$ cat src/fmfc_pkg.sv
// ----------------------------------------------------------------------------
// fmfc_pkg
// Shared types and helpers for the first-match flow classifier: the queued
// item format, the stored rule format and the prefix mask decode.
// ----------------------------------------------------------------------------
package fmfc_pkg;

  localparam logic KIND_PACKET = 1'b0;
  localparam logic KIND_RULE   = 1'b1;

  localparam logic [31:0] ADDR_ONES = 32'hFFFF_FFFF;

  typedef struct packed {
    logic        kind;
    logic [4:0]  idx;
    logic [2:0]  ver;
    logic [7:0]  proto;
    logic [31:0] s_addr;
    logic [31:0] s_mask;
    logic [15:0] s_port;
    logic [31:0] d_addr;
    logic [31:0] d_mask;
    logic [15:0] d_port;
    logic [7:0]  pair;
    logic [1:0]  attr;
  } q_item_t;

  typedef struct packed {
    logic [2:0]  ver;
    logic [7:0]  proto;
    logic [31:0] s_addr;
    logic [31:0] s_mask;
    logic [15:0] s_port;
    logic [31:0] d_addr;
    logic [31:0] d_mask;
    logic [15:0] d_port;
    logic [7:0]  pair;
    logic [1:0]  attr;
  } rule_t;

  // compare mask of one rule side: wildcard, exact, or leading prefix bits
  function automatic logic [31:0] side_mask(input logic [31:0] addr,
                                            input logic [7:0]  pref);
    logic [31:0] m;
    m = ADDR_ONES;
    if (addr == 32'd0) begin
      m = 32'd0;
    end else if (pref != 8'd0 && pref < 8'd32) begin
      m = ~(ADDR_ONES >> pref[4:0]);
    end
    return m;
  endfunction

endpackage

$ cat src/fmfc_front.sv
// ----------------------------------------------------------------------------
// fmfc_front
// Input side: accepts items and decodes rule sides into address and mask
// compare form before they enter the queue.
// ----------------------------------------------------------------------------
module fmfc_front (
  input  logic              in_valid,
  output logic              in_stall,
  input  logic              in_kind,
  input  logic [4:0]        in_rule_index,
  input  logic [2:0]        in_ip_version,
  input  logic [7:0]        in_protocol,
  input  logic [31:0]       in_src_address,
  input  logic [7:0]        in_src_prefix,
  input  logic [15:0]       in_src_port,
  input  logic [31:0]       in_dst_address,
  input  logic [7:0]        in_dst_prefix,
  input  logic [15:0]       in_dst_port,
  input  logic [7:0]        in_color_pair,
  input  logic [1:0]        in_attr_bits,
  input  logic              q_full,
  output logic              q_push,
  output fmfc_pkg::q_item_t q_item
);
  import fmfc_pkg::*;

  logic [31:0] s_mask;
  logic [31:0] d_mask;
  logic        is_rule;

  assign in_stall = q_full;
  assign q_push   = in_valid && !q_full;
  assign is_rule  = (in_kind == KIND_RULE);
  assign s_mask   = side_mask(in_src_address, in_src_prefix);
  assign d_mask   = side_mask(in_dst_address, in_dst_prefix);

  always_comb begin
    q_item.kind   = in_kind;
    q_item.idx    = in_rule_index;
    q_item.ver    = in_ip_version;
    q_item.proto  = in_protocol;
    q_item.s_addr = is_rule ? (in_src_address & s_mask) : in_src_address;
    q_item.s_mask = s_mask;
    q_item.s_port = in_src_port;
    q_item.d_addr = is_rule ? (in_dst_address & d_mask) : in_dst_address;
    q_item.d_mask = d_mask;
    q_item.d_port = in_dst_port;
    q_item.pair   = in_color_pair;
    q_item.attr   = in_attr_bits;
  end

endmodule

$ cat config.mk
export PLATFORM = sky130hd
export DESIGN_NAME = fmfc_front
export DESIGN_NICKNAME = d
export VERILOG_FILES = /design/src/fmfc_pkg.sv /design/src/fmfc_front.sv
export SDC_FILE = /design/constraint.sdc
export NUM_CORES = 1
export LEC_CHECK = 0
export ABC_AREA = 1
export BUFFER_PORTS_ARGS = -buffer_cell sky130_fd_sc_hd__buf_2
export CAP_MARGIN = 20
export CELL_PAD_IN_SITES_DETAIL_PLACEMENT = 0
export CELL_PAD_IN_SITES_GLOBAL_PLACEMENT = 1
export CORE_UTILIZATION = 18
export DETAILED_ROUTE_END_ITERATION = 10
export GPL_ROUTABILITY_DRIVEN = 0
export PLACE_DENSITY = 0.91
export REMOVE_ABC_BUFFERS = 1
export SYNTH_ARGS = -nofsm -noshare
export SYNTH_HDL_FRONTEND = slang
export SYNTH_SLANG_ARGS = --single-unit
$ cat constraint.sdc
create_clock -name vclk -period 1.1
set_clock_uncertainty 0.15 [all_clocks]
set_input_delay 0.165 -clock vclk [all_inputs]
set_output_delay 0.165 -clock vclk [all_outputs]
set_load 0.02 [all_outputs]
# After elaboration in Yosys (flattened, before gate mapping)
# Cells that the tools add are included.
# W data, S select, Z words.
# totals
reg_bits,0
in_bits,141
elab_cells,22
# classes
magnitude_cmp,2
shifts,2
muxes,6
bitwise,4
reduce_logical,8
# op_table
operator,n
$mux W32,6
$and A32 B32 Y32,2
$logic_not A32 Y1,2
$not A32 Y32,2
$shr A32 B5 Y32 const A,2
$lt A8 B6 Y1 const B,2
$reduce_bool A8 Y1,2
$logic_and A1 B1 Y1,3
$logic_not A1 Y1,1

# Longest topological paths before layout
# logic_depth
depth_word,6
ltp_mapped,9
mapped_depth_nobuf,7

# Worst setup path after synthesis
# Ideal clock, no wire load.
# synth_path
kind,input -> output
startpoint,input port in_dst_prefix[4]
endpoint,output port q_item[85] (netlist name)
arrival_ns,1.171
path_slack_ns,-0.386
path_stages,9
path_cell_list,buf_2 > inv_1 > nand3_2 > nand2_1 > inv_2 > buf_6 > nand2_1 > o21ai_1 > a21oi_1
# synth_lines
element,line,source
start: declaration,fmfc_front.sv:17,"input logic [7:0] in_dst_prefix,"
end: declaration,fmfc_front.sv:23,output fmfc_pkg::q_item_t q_item

==> reports/qor.txt <==
Final setup vio count: 126
DR iter-0 viols: 289
Largest net degree at the start of global routing: 33
Library cells used by synthesis: 26
Pleak: 0.003030 uW
Ant diodes: 0
Post-DP Area: 0.004165 mm^2
Hold Startpoint: in_protocol[7]
Critical Path AT: 1.49 ns
Worst Setup Start Kind: input port
Num sequential: 0
Failing checks: negative setup slack
Initial antenna violation count: 0
Post-Synth Adder-Cell Area: 0
Synth Area in Simple Gates: 0.3063
Wire length of the first global-routing pass: 23070 um
Reg area: 0 um^2
Sequential cell area fraction in the yosys report: 0
Die Y: 127.5 um
Power density over cell area: 307.2 mW/mm^2
Core ar.: 0.01531 mm^2
Hold crit path type: input port to primary output
Rows: 45
NumNets Final: 929
Layout cells sized above 1: 0.7061
DIE AREA: 0.01626 mm^2
CP endpoint kind: primary output
Pwr Total: 2007 uW
Least-Margin Pin Slew: 0.5367 ns
Gr usage total: 0.1895
DRT Wirelength: 21100 um
Critical Path RT: 0.78 ns
Fin. max-slew vios: 0
1st-pass router iterations: 4
YS warnings: 0
Synth Area in Compound Gates: 0.2613
Avg WL per Cell: 21.17 um
Max Clk Rate: 0.5540 GHz
Syn Area/Cell: 4.983 um^2
Crit path time final: 1.805 ns
Max-cap violations: 0
Hold Path Stages: 0
VDD IR max: 0.1931 mV
Status: complete, but fails checks
Worst Hold End: q_item[177]
DP Worst Slack: -0.7870 ns
Via count: 4822
Largest family of logic cells by synthesized area: buffers and inverters
I/O pin total: 330
Max_slew headroom: 0.6422
Clock buffer count: 0
Worst Path Max Fanout: 6
Cts hold-fix bufs: 0
Antenna-violating nets left: 0
RSZ-0062 raised after global routing: yes
Die span in x: 127.5 um
Post-route setup slack: -0.7050 ns
Final hold vios: 0
Vias in the first global route: 3858
DR DRC count: 0
Post-Synth XOR/XNOR Area: 0
WS Path Type: input port to primary output
PortBufs: 214
Routed vias/inst: 4.837
Starting Density: 0.1851
Multiplexer share of the synthesized area: 0
Ratio of final minimum period to clock period: 1.641
Post-Syn Area: 0.002835 mm^2
HPWL after DPL: 13660 um
Filler cell count: 1461
Total grt overflow: 0
Final Cell Area: 0.006533 mm^2
Layout Area Growth over Synthesis: 130.4%
Post-Synthesis Cells: 569
[worst max-delay path: stages]
cell and delay [ns]:
buf_2 0.12, nor3_4 0.30, buf_6 0.17, nand4_1 0.24
o21ai_4 0.19, a21oi_2 0.11, buf_4 0.19
[power breakdown]
part           switching [uW]  internal [uW]
sequential                  0              0
combinational            1100            903
clock                       0              0
[area by class of cell]
| class | instances | area, um^2 | area share |
|---|---|---|---|
| multi-input combinational | 326 | 2709 | 0.4147 |
| timing repair buffer | 310 | 2967 | 0.4541 |
| timing repair inverter | 2 | 17.52 | 0.002681 |
| tap | 211 | 264.0 | 0.04041 |
| inverter | 148 | 575.6 | 0.08811 |
[synth_stat cells, types with 2 or more instances]
library cell,number,area [um^2]
a21oi_1,52,260.3
nand3_2,2,20.02
nor2_4,3,33.78
a21oi_2,10,87.58
buf_4,62,465.5
inv_1,145,544.3
o21ai_1,35,175.2
buf_2,15,75.07
nand2_2,13,81.33
inv_2,2,7.510
nand2_1,86,322.8
clkbuf_1,8,30.03
nand3_1,11,55.05
nand4_1,21,131.4
o21ai_2,10,87.58
buf_6,5,56.30
clkbuf_2,2,10.01
o21ai_0,26,130.1
nor2_1,54,202.7
[per-stage QoR]
| step | std cells | util | hold WS, ns | TNS [ns] |
|---|---|---|---|---|
| global route | 997 | 0.4266 | 0.1801 | -77.00 |
| detailed placement | 979 | 0.2720 | 0.1801 | -85.10 |
| CTS | 980 | 0.3145 | 0.1801 | -64.93 |
| finish | 997 | 0.4266 | 0.1800 | -70.61 |
| floorplan | 474 | - | 0.1800 | -78.11 |
| global placement | 979 | 0.2720 | 0.1801 | -84.29 |
[placed cells by master (no fill, tap or decap), drive strengths merged]
| cell type | synthesis | routed |
|---|---|---|
| nor3 | 2 | 2 |
| nand2 | 99 | 99 |
| nor2 | 58 | 58 |
| buf | 84 | 303 |
| clkbuf | 11 | 7 |
| o21ai | 71 | 71 |
| clkinv | 0 | 1 |
| inv | 148 | 149 |
| nand3 | 13 | 13 |
| a21oi | 62 | 62 |
| nand4 | 21 | 21 |
[worst max-delay path by stage]
stage / startpoint / endpoint / slack [ns] / cells after the start
4_1_cts: in_dst_address[2] / q_item[79] / -0.65 / 9
2_1_floorplan: in_dst_prefix[5] / q_item[85] / -0.74 / 6
5_1_grt: in_src_prefix[0] / q_item[168] / -0.78 / 8
6_report: in_src_prefix[6] / q_item[168] / -0.71 / 7
3_5_place_dp: in_src_address[14] / q_item[168] / -0.79 / 9
3_3_place_gp: in_dst_address[2] / q_item[58] / -0.79 / 10
[cells by family (layout without fill, tap and decap cells)]
group	after synthesis	after routing
AO/OA/AOI/OAI	133	133
AND/OR/NAND/NOR	193	193
buffers and inverters	243	460
[timing repair]
action / 4_1_cts / 5_1_grt
pin swaps: 10 / 66
gates resized for setup: 167 / 424
endpoints found under the setup margin: 126 / 126
buffers inserted: 0 / 8
cloned: 3 / 12
[metal layers]
layer	global-route usage	up-vias	routed length, um
met1	0.1868	2236	6581
li1	-	2110	-
met2	0.3198	408	10260
met3	0.1432	62	3316
met4	0.01120	6	768
met5	0.09598	-	176
Power figures use the tool's default switching activity.
