**config.mk**
```make
export PLATFORM = sky130hd
export DESIGN_NAME = fmfc_queue
export DESIGN_NICKNAME = d
export VERILOG_FILES = /design/src/fmfc_pkg.sv /design/src/fmfc_queue.sv
export SDC_FILE = /design/constraint.sdc
export NUM_CORES = 1
export LEC_CHECK = 0
export ABC_AREA = 1
export BUFFER_PORTS_ARGS = -buffer_cell sky130_fd_sc_hd__buf_2
export CAP_MARGIN = 40
export CORE_MARGIN = 2
export CORE_UTILIZATION = 32
export CTS_BUF_LIST = sky130_fd_sc_hd__clkbuf_16
export CTS_CLUSTER_DIAMETER = 200
export DETAILED_ROUTE_END_ITERATION = 10
export PLACE_DENSITY = 0.63
export SETUP_SLACK_MARGIN = 0.5
export SYNTH_ARGS = -nofsm -noshare
export SYNTH_HDL_FRONTEND = slang
export SYNTH_SLANG_ARGS = --single-unit
```
**constraint.sdc**
```tcl
create_clock -name clk -period 24.8 [get_ports clk]
set_input_delay 2.48 -clock clk [delete_from_list [all_inputs] [get_ports clk]]
set_output_delay 2.48 -clock clk [all_outputs]
set_load 0.05 [all_outputs]
```
**src/fmfc_pkg.sv**
```systemverilog
// ----------------------------------------------------------------------------
// fmfc_pkg
// Shared types and helpers for the first-match flow classifier: the queued
// item format, the stored rule format and the prefix mask decode.
// ----------------------------------------------------------------------------
package fmfc_pkg;

  localparam logic KIND_PACKET = 1'b0;
  localparam logic KIND_RULE   = 1'b1;

  localparam logic [31:0] ADDR_ONES = 32'hFFFF_FFFF;

  typedef struct packed {
    logic        kind;
    logic [4:0]  idx;
    logic [2:0]  ver;
    logic [7:0]  proto;
    logic [31:0] s_addr;
    logic [31:0] s_mask;
    logic [15:0] s_port;
    logic [31:0] d_addr;
    logic [31:0] d_mask;
    logic [15:0] d_port;
    logic [7:0]  pair;
    logic [1:0]  attr;
  } q_item_t;

  typedef struct packed {
    logic [2:0]  ver;
    logic [7:0]  proto;
    logic [31:0] s_addr;
    logic [31:0] s_mask;
    logic [15:0] s_port;
    logic [31:0] d_addr;
    logic [31:0] d_mask;
    logic [15:0] d_port;
    logic [7:0]  pair;
    logic [1:0]  attr;
  } rule_t;

  // compare mask of one rule side: wildcard, exact, or leading prefix bits
  function automatic logic [31:0] side_mask(input logic [31:0] addr,
                                            input logic [7:0]  pref);
    logic [31:0] m;
    m = ADDR_ONES;
    if (addr == 32'd0) begin
      m = 32'd0;
    end else if (pref != 8'd0 && pref < 8'd32) begin
      m = ~(ADDR_ONES >> pref[4:0]);
    end
    return m;
  endfunction

endpackage

```
**src/fmfc_queue.sv**
```systemverilog
// ----------------------------------------------------------------------------
// fmfc_queue
// Two-entry queue between the decode front and the search back end.
// ----------------------------------------------------------------------------
module fmfc_queue (
  input  logic              clk,
  input  logic              rst_n,
  input  logic              push,
  input  fmfc_pkg::q_item_t push_item,
  output logic              full,
  input  logic              pop,
  output logic              head_valid,
  output fmfc_pkg::q_item_t head_item
);
  import fmfc_pkg::*;

  q_item_t    items_r [2];
  logic       wr_ptr_r;
  logic       rd_ptr_r;
  logic [1:0] cnt_r;
  logic       do_push;
  logic       do_pop;

  assign full       = (cnt_r == 2'd2);
  assign head_valid = (cnt_r != 2'd0);
  assign head_item  = items_r[rd_ptr_r];
  assign do_push    = push && !full;
  assign do_pop     = pop && head_valid;

  always_ff @(posedge clk) begin
    if (do_push) begin
      items_r[wr_ptr_r] <= push_item;
    end
  end

  always_ff @(posedge clk) begin
    if (!rst_n) begin
      wr_ptr_r <= 1'b0;
      rd_ptr_r <= 1'b0;
      cnt_r    <= 2'd0;
    end else begin
      if (do_push) begin
        wr_ptr_r <= ~wr_ptr_r;
      end
      if (do_pop) begin
        rd_ptr_r <= ~rd_ptr_r;
      end
      case ({do_push, do_pop})
        2'b10:   cnt_r <= cnt_r + 2'd1;
        2'b01:   cnt_r <= cnt_r - 2'd1;
        default: cnt_r <= cnt_r;
      endcase
    end
  end

endmodule

```
### Yosys cells after proc, flatten, opt, wreduce, memory -nomap -nowiden

Memories as Yosys holds them, arrays and structs flattened. A register that Yosys moved wholly into a read port is not among the register bits.
Index checks and enable logic that the tools add are counted.

* bits in latches: 0
* RAM bits: 374
* ROM bits: 0
* register bits: 4
* memories: 1
* output and inout port bits: 189

Memories
* items_r: depth 2, bits a word 187, read ports 1, clocked after Yosys merged registers in 1, wr ports 1, RTL line fmfc_queue.sv:17 `q_item_t items_r [2];`

* div/mod/pow operators: 0
* shift operators: 0
* $add $sub $neg: 2
* reduce and logical (&&, ||, !) cells: 5
* multiply operators: 0
* mux-type cells: 5
* bitwise logic cells: 2
* order comparisons: 0
* eq/ne operators: 3

Operators by type and width (count)
* $eq 2x2->1 const B: 2
* $mux 1: 4
* $pmux 2 s2: 1
* $reduce_bool 2->1: 2
* $add 2x1->2 const B: 1
* $eq 2x1->1 const B: 1
* $logic_and 1x1->1: 2
* $not 1->1: 2
* $sub 2x1->2 const B: 1
* $logic_not 1->1: 1

### Logic depth before layout (Yosys ltp)

Gate-level depths: netlist of the first run.

* depth in word-level cells: 5
* mapped depth: 10
* gate-level depth less buffers: 10

### Worst setup path before layout of the first run

Ideal clock, no wire load.

* path kind: input-to-reg
* start: in push
* end: mem items_r[0][0] (netlist name) (enable)
* arrival time: 10488 ps
* data required time: 24064 ps
* cell stages on the path: 4
* setup time: 736 ps
* setup slack: 13576 ps
* buffers on the path: 0
* path through: inv_1 > nor2_1 > inv_1 > nor2_1

* cells in the longest elaborated chain, start to end: 3

Ends and longest elaborated chain
* start, declared: RTL line fmfc_queue.sv:8 `input logic push,`
* $logic_and 1x1->1: RTL line fmfc_queue.sv:27 `assign do_push = push && !full;`
* $mux 1: RTL line fmfc_queue.sv:31 `if (do_push) begin`
* $mux 1 (not written as such): RTL line fmfc_queue.sv:32 `items_r[wr_ptr_r] <= push_item;`
* end, declared: RTL line fmfc_queue.sv:17

Every way passes these cells.

==> results of run 1 <==
## final cells by class
type	count	share of cell area
Clock buffer	43	0.0591
Clock inverter	29	0.0115
Tap cell	592	0.0407
Sequential cell	379	0.623
Antenna cell	4	0.000550
Timing Repair Buffer	390	0.114
Inverter	7	0.00186
Multi-Input combinational cell	213	0.149
## registers in the layout (all words and copies together), names as in the netlist, named ones only
register / flops
cnt_r: 2
wr_ptr_r: 1
rd_ptr_r: 1
items_r: 374
## path summary, 6_finish.rpt
| path | endpoint | slack (ps) | from | cells past startpoint |
|---|---|---|---|---|
| hold reg to reg | rd_ptr_r | 510 | rd_ptr_r | 2 |
| setup / recovery | head_item[10] | 19430 | flop | 5 |
| setup reg to reg | items_r[0][61] | 21800 | cnt_r[0] | 7 |
| hold / removal | rd_ptr_r | 510 | rd_ptr_r | 2 |
## tightest hold or removal path, cell delays in order (launching register included)
cell and delay [ps]:
dfxtp_1 340, nor2_1 70, nor2_1 70
## cells by family after synthesis
| family | Yosys count | share of synthesized area |
|---|---|---|
| flip-flops | 379 | 0.794 |
| AO/OA/AOI/OAI | 3 | 0.00123 |
| AND/OR/NAND/NOR | 22 | 0.00605 |
| adder cells (fa/ha/maj) | 1 | 0.000877 |
| multiplexers | 187 | 0.182 |
| buffers and inverters | 28 | 0.0162 |
## cell usage in the layout, fill, tap and decap left out, types with 3 or more instances in the layout
| master | Yosys | routed |
|---|---|---|
| buf_12 | 0 | 3 |
| buf_16 | 0 | 3 |
| buf_2 | 5 | 379 |
| buf_4 | 0 | 5 |
| bufinv_16 | 0 | 3 |
| clkbuf_16 | 0 | 43 |
| clkinv_1 | 0 | 5 |
| clkinv_2 | 0 | 6 |
| dfxtp_1 | 5 | 4 |
| diode_2 | 0 | 4 |
| edfxtp_1 | 374 | 374 |
| inv_1 | 7 | 18 |
| mux2_2 | 57 | 57 |
| mux2_4 | 130 | 130 |
| nand2_1 | 8 | 8 |
| nor2_1 | 12 | 11 |
## stage by stage
stage | instance area, µm² | power (W) | hold slack [ps] | setup slack, ps | util
6_report | 18200 | 0.00192 | 514 | 19430 | 0.412
2_1_floorplan | 14300 | 0.00126 | 451 | 13580 | -
3_3_place_gp | 16800 | 0.00135 | 474 | 19460 | 0.380
5_1_grt | 18200 | 0.00200 | 559 | 19140 | 0.412
3_5_place_dp | 16900 | 0.00136 | 493 | 19640 | 0.383
4_1_cts | 18200 | 0.00195 | 508 | 19150 | 0.412
## layer usage
metal  global-route usage  vias up  share of wire
li1                     -     3287              -
met2                0.200      279           0.48
met5                    0        -         0.0010
met4               0.0469        4          0.029
met1                0.144     3490           0.40
met3               0.0515       63          0.092
## power by group through the flow
stage / clock network [W] / registers, W / logic [W]
finish: 0.000576 / 0.000799 / 0.000543
global route: 0.000624 / 0.000805 / 0.000566
CTS: 0.000598 / 0.000800 / 0.000550
detailed placement: 0 / 0.000813 / 0.000549
global placement: 0 / 0.000810 / 0.000539
floorplan: 0 / 0.000826 / 0.000438
==> impl_metrics.ini, run 1 <==
[status]
status = completed

[synthesis]
avgSynthCellArea_um2 = 23.0
synth_area_leaders = edfxtp_1, mux2_4, mux2_2, buf_6, dfxtp_1
synth-edff-count = 374
synth-main-ff-cell = edfxtp_1
syn_nets = 812
yosys_warnings = 0
async_reset_ff_frac = 0
yosysSeqAreaShare = 0.794
yosys-top-cells-count = edfxtp_1, mux2_4, mux2_2
yosysMostFrequentCell = edfxtp_1
ys_ff_latch = 379
syn-cell-area_um2 = 14300
yosysTopAreaCellShare = 0.787
syn_inst = 620
synth_cell_types = 15
synth_largest_area_cell = edfxtp_1

[clock_tree]
cts_setup_buffers = 0
cts_buffer_depth = 3
root_buffer = clkbuf_16
clk_latency_ps = 540
cts_tree = yes
ctsResizeCount = 0
cts_buffers = 41
cts.hold.buffers_added = 0
clock-sinks = 379
cts.clk_slew.worst_paths_ps = 50
cts_max_level = 2

[floorplanning]
num_rows = 77
num_io_pins = 380
start_util = 0.323
die_x_um = 215
design.die.area_um2 = 46300
fp.dieH_um = 215
core_um2 = 44100

[worst_setup_path]
critical_path_class = flop to primary output
cp-start-kind = flop
crit_required_ps = 22320
crit_top_cell = buf_12
cp.arrival_ps = 2890
crit_path_max_fanout = 132
cp_slowest_cell = buf_12
worstPathCellList = buf_12 > buf_4 > buf_12 > mux2_2 > buf_2
slowest_delay_ps = 560
critPathCaptureType = primary output
path_buf_inv = 4
worst_path_dominant_cell_family = buffers and inverters

[sta]
final.period_utilization = 0.217
maxSlewViolCount = 0
tns_ps = 0
finalSetupViolCount = 0
tightestPinTransition_ps = 1230
slew_headroom = 0.179
min_period_ps = 5370
hold_viol_final = 0
fmax_ghz = 0.186
finalClockSkew_ps = 9.29
grt_setup_unrepaired = no

[power_and_ir_drop]
combPwrFrac = 0.283
switching_power_w = 0.000626
sw_frac_of_total = 0.326
ir_worst_vdd_v = 0.0000669
p_per_area_nw_per_um2 = 105
internal_power_w = 0.00129
clkPwrFrac = 0.300
seqPwrFrac = 0.417
p_leak_nw = 7.03

[finish]
regArea_um2 = 11300
drive_above_1_share = 0.598
multiInputGateArea_um2 = 2720
areaGrowthSynthToFinish_pct = 27.5
n_fill_cell = 4028
fin_nets = 1224
stdcell_count = 1657

[route]
num_vias = 7123
firstDrtPassIters = 4
detailedRoute.firstIterationViolations = 332
drc_errors = 0
ant_nets = 0
routed_via_density = 4.30
post_drt_wl_per_cell_um = 17.6
drt_wl_total_um = 29100

[min_path]
hp-class = flop to flop

[placed_design]
dp.cells = 1581
port_buffers = 379
gp_congestion = 0.708
dp_hpwl_um = 19500

[grt]
gr-total-overflow = 0
track_usage = 0.123
grt_max_degree = 133
grt_pass1_wl_um = 43600
first_global_vias = 7515
antenna_found_initial = 6

[job]
max-cap-violations = 0
No activity file was read; power rests on OpenSTA's default activity.
==> inputs of run 2 (changes only) <==
Settings changed: ABC_AREA 1 to 0, PLACE_DENSITY 0.63 to 0.65.
Clock period 24.8 ns to 4.35 ns, I/O delays scaled along.
==> run 2 against run 1 <==
Against the previous run: critical path type unchanged; via count down 0.72%; worst setup slack worse by 18000 ps; largest power group unchanged; clock skew is 4.9 ps higher; flip-flop and latch count did not move; combinational power grew to 8.3 times the previous value; highest routed layer unchanged.
==> impl_metrics.ini, run 2 <==
[worst_setup_path]
critical_path_class = flop to primary output
endpoint = head_item[155]
slowest_delay_ps = 620
worstPathCellList = buf_12 > buf_4 > mux2_2 > buf_2
crit_required_ps = 3910
cp_slowest_cell = dfxtp_4
worst-path-stages = 4
cp-start-kind = flop
rrSetupSlack_ps = 2300
rr_endpoint = items_r[0][150]
worst_path_dominant_cell_family = buffers and inverters
cp.arrival_ps = 2350
crit_path_max_fanout = 35
reg2reg_from = cnt_r[0]
path_buf_inv = 3
reg2reg_depth = 5
critPathCaptureType = primary output

[synthesis]
synth_cell_types = 20
synth_largest_area_cell = edfxtp_1
yosys_warnings = 0
async_reset_ff_frac = 0
yosysSeqAreaShare = 0.823
synth-edff-count = 374
syn_inst = 608
syn_nets = 800
yosys-top-cells-count = edfxtp_1, mux2_2, buf_6
synth_area_leaders = edfxtp_1, mux2_2, buf_6, dfxtp_1, buf_2
yosysTopAreaCellShare = 0.816
yosysMostFrequentCell = edfxtp_1
avgSynthCellArea_um2 = 22.6
synth-main-ff-cell = edfxtp_1
ys_ff_latch = 379
syn-cell-area_um2 = 13800

[floorplanning]
num_rows = 76
fp.dieH_um = 211
start_util = 0.322
core_um2 = 42800
design.die.area_um2 = 44700
die_x_um = 211
num_io_pins = 380

[finish]
post-route-util = 0.411
areaGrowthSynthToFinish_pct = 27.6
drive_above_1_share = 0.610
final_common_cell = buf_2
stdcell_count = 1595
n_fill_cell = 3904
top_register = items_r
fin_nets = 1219
reg_top3 = items_r (374), cnt_r (2)
layout_common_cells = buf_2, edfxtp_1, mux2_2, clkbuf_16, inv_1
largest_register_ffs = 374

[sta]
slew_headroom = 0.574
tns_ps = 0
finalClockSkew_ps = 14.1
hold_viol_final = 0
min_period_ps = 2780
tightestPinTransition_ps = 639
hold_ws_ps = 87.4
worst_slack_ps = 1570
fmax_ghz = 0.360
maxSlewViolCount = 0
finalSetupViolCount = 0
grt_setup_unrepaired = no
final.period_utilization = 0.639

[clock_tree]
cts_setup_buffers = 0
ctsResizeCount = 0
cts_max_level = 2
cts_tree = yes
clock-sinks = 379
cts_buffers = 40
cts_buffer_depth = 3
cts.hold.buffers_added = 0
root_buffer = clkbuf_16
clk_latency_ps = 530
cts.clk_slew.worst_paths_ps = 60

[route]
met1_length_um = 11100
top_layer = met5
routed_via_density = 4.43
drc_errors = 0
route.met3.wl_um = 2800
post_drt_wl_per_cell_um = 17.8
num_vias = 7072
ant_nets = 0
detailedRoute.firstIterationViolations = 371
dr_wl_met2_um = 13800
firstDrtPassIters = 4
drt_wl_total_um = 28400

[placed_design]
dp.cells = 1531
port_buffers = 379
gp_congestion = 0.755
place_ws_ps = 2060
dp_hpwl_um = 19100

[power_and_ir_drop]
p_leak_nw = 6.50
p_per_area_nw_per_um2 = 698
ir_worst_vdd_v = 0.000437

[status]
status = completed

[grt]
antenna_found_initial = 4
first_global_vias = 7482
track_usage = 0.123
grt_max_degree = 80
grt_pass1_wl_um = 42000
gr-total-overflow = 0

[min_path]
hp-class = primary input to flop

[job]
max-cap-violations = 0
==> run 2: changes by cell type in the layout (fill, tap and decap cells not counted), moves of 5 or more <==
cell     previous run  this run
mux2_2             57       187
mux2_4            130         0
nor2_1             11         0
nand2_1             8         1
buf_4               5        11
inv_1              18        12
buf_12              3         8
==> run 2: kinds of logic after synthesis <==
group                    count (synthesis)  synth area share
flip-flops                             379             0.823
AND/OR/NAND/NOR                          9           0.00409
adder cells (fa/ha/maj)                  1          0.000908
XOR/XNOR                                 3           0.00191
buffers and inverters                   24            0.0150
AO/OA/AOI/OAI                            5           0.00236
multiplexers                           187             0.153
==> run 2: through the flow <==
stage / cell area, µm² / power (W)
finish: 17600 / 0.0123
global route: 17600 / 0.0128
CTS: 17600 / 0.0124
detailed placement: 16400 / 0.00937
global placement: 16400 / 0.00932
floorplan: 13800 / 0.00839
==> run 2: area by class of cell <==
type,count,area (µm²),area share
Multi-Input combinational cell,205,2250,0.128
Sequential cell,379,11300,0.645
Timing Repair Buffer,398,2140,0.122
Clock buffer,41,1030,0.0584
Clock inverter,22,116,0.00662
Antenna cell,1,2.50,0.000142
Tap cell,546,683,0.0389
Inverter,3,22.5,0.00128
==> run 2: how the worst min path moves through the flow <==
stage | to | slack [ps] | cells after the start | startpoint
finish | items_r[1][33] | 90 | 1 | push_item[33]
global route | items_r[0][52] | 50 | 1 | push_item[52]
CTS | items_r[0][142] | 40 | 1 | push_item[142]
detailed placement | wr_ptr_r | 500 | 2 | wr_ptr_r
global placement | wr_ptr_r | 470 | 2 | wr_ptr_r
floorplan | wr_ptr_r | 460 | 2 | wr_ptr_r
==> run 2: routing by layer <==
metal  vias up  global-route usage
li1       3259                   -
met1      3485               0.139
met2       270               0.206
met3        52              0.0559
met4         6              0.0406
met5         -                   0
==> run 2: power by group <==
group	internal (W)	switching, W	leakage [nW]
Combinational	0.00125	0.00324	2.36
Clock	0.00174	0.00128	0.599
Sequential	0.00461	0.000153	3.54
==> inputs of run 3 (changes only) <==
Settings changed: ABC_AREA 0 to 1.
Clock period 4.35 ns to 2.3 ns, I/O delays scaled along.
==> run 3 against run 2 <==
Against the previous run: largest power group unchanged; wire length grew 16%; critical path type unchanged; cell area grew 20%; combinational power grew 58%; utilization grew 6.9 points; flip-flop and latch count is the same; total power grew 80%; non-clock buffer count grew 215; largest cell class unchanged.
==> impl_metrics.ini, run 3 (synthesis results as in run 1) <==
[placed_design]
port_buffers = 379
dp_hpwl_um = 20500
gp_congestion = 0.776
place_ws_ps = 552

[power_and_ir_drop]
p_leak_nw = 8.25
switching_power_w = 0.00704
combPwrFrac = 0.320
p_per_area_nw_per_um2 = 1040
internal_power_w = 0.0151
ir_worst_vdd_v = 0.000725
clkPwrFrac = 0.289
sw_frac_of_total = 0.318
seqPwrFrac = 0.391

[worst_setup_path]
reg2reg_from = cnt_r[0]
crit_path_max_fanout = 18
critPathCaptureType = primary output
cp.arrival_ps = 1850
worstPathCellList = buf_12 > buf_16 > mux2_4 > buf_2
worst_path_dominant_cell_family = buffers and inverters
reg2reg_depth = 6
worst-path-stages = 4
slowest_delay_ps = 380
critical_path_class = flop to primary output
rr_endpoint = items_r[1][118]
cp_slowest_cell = dfxtp_4
path_buf_inv = 3
rrSetupSlack_ps = 590
cp-start-kind = flop
crit_required_ps = 2070

[finish]
top_register = items_r
fin_nets = 1445
layout_common_cells = edfxtp_1, buf_2, dlygate4sd3_1, mux2_4, buf_4
n_fill_cell = 3681
final_common_cell = edfxtp_1
regArea_um2 = 11300
reg_top3 = items_r (374), cnt_r (2)
multiInputGateArea_um2 = 2770
largest_register_ffs = 374
post-route-util = 0.480
drive_above_1_share = 0.525
areaGrowthSynthToFinish_pct = 48.3

[clock_tree]
cts.clk_slew.worst_paths_ps = 60
cts_max_level = 2
root_buffer = clkbuf_16
cts_buffer_depth = 3
cts_tree = yes
clock-sinks = 379
cts_buffers = 39
clk_latency_ps = 540

[floorplanning]
design.die.area_um2 = 46300
core_um2 = 44100
die_x_um = 215
num_io_pins = 380
num_rows = 77
start_util = 0.323
fp.dieH_um = 215

[sta]
finalClockSkew_ps = 15.9
fmax_ghz = 0.482
slew_headroom = 0.610
maxSlewViolCount = 0
worst_slack_ps = 224
hold_viol_final = 0
tightestPinTransition_ps = 584
finalSetupViolCount = 0
min_period_ps = 2080
final.period_utilization = 0.902
grt_setup_unrepaired = yes

[route]
post_drt_wl_per_cell_um = 17.6
firstDrtPassIters = 4
drt_wl_total_um = 33100
num_vias = 8114
ant_nets = 0
drc_errors = 0
detailedRoute.firstIterationViolations = 326
routed_via_density = 4.33

[min_path]
hp-class = primary input to flop
holdCritStartpoint = push
holdPathStages = 5
hold_end = wr_ptr_r

[grt]
first_global_vias = 8802
antenna_found_initial = 4
track_usage = 0.136
grt_max_degree = 90
grt_pass1_wl_um = 49100
gr-total-overflow = 0

[job]
max-cap-violations = 0

[status]
status = completed
run 3: routing by layer:
layer  track usage  routed length (µm)  vias up
li1              -                   -     3727
met1         0.152               12800     4039
met2         0.245               17100      276
met3        0.0446                2270       68
met4        0.0441                 854        4
met5             0                  27        -
run 3: tightest hold or removal path: cells and delay by family:
family	cells	cell delay, ps
simple gates	3	180
buf+inv	2	190
run 3: repair_timing:
item                       4_1_cts  5_1_grt
hold endpoints to repair       379        0
resized for setup               66      187
setup buffers                    7        4
cloned                           5        2
hold buffers                   189        0
setup endpoints to repair      187      206
run 3: worst max-delay path by stage:
stage	from	end	slack (ps)
floorplan	cnt_r[1]	items_r[1][0]	-1720
global placement	cnt_r[0]	items_r[0][91]	600
detailed placement	cnt_r[0]	items_r[0][87]	550
CTS	flop	head_item[92]	110
global route	flop	head_item[84]	150
finish	flop	head_item[128]	220
run 3: layout make-up:
type,count,area share
timing repair buffer,613,0.235
antenna,3,0.000355
clock inverter,27,0.0132
multi-input combinational,213,0.131
inverter,7,0.00142
tap,592,0.0350
sequential,379,0.535
clock buffer,41,0.0485
run 3: through the flow:
stage	TNS (ps)	total power (W)	cells	cell area (µm²)	hold WS (ps)
2_1_floorplan	-619770	0.0135	620	14300	329
3_3_place_gp	0	0.0147	1597	17100	418
3_5_place_dp	0	0.0148	1597	17100	421
4_1_cts	0	0.0219	1866	20700	77.1
5_1_grt	0	0.0229	1874	21200	115
6_report	0	0.0221	1875	21200	112
run 3: power groups by stage:
| stage | clock network (W) | registers (W) | logic (W) |
|---|---|---|---|
| after floorplan | 0 | 0.00879 | 0.00474 |
| after global placement | 0 | 0.00874 | 0.00598 |
| after detailed placement | 0 | 0.00878 | 0.00601 |
| after CTS | 0.00657 | 0.00864 | 0.00669 |
| after global routing | 0.00683 | 0.00870 | 0.00736 |
| final | 0.00639 | 0.00864 | 0.00709 |
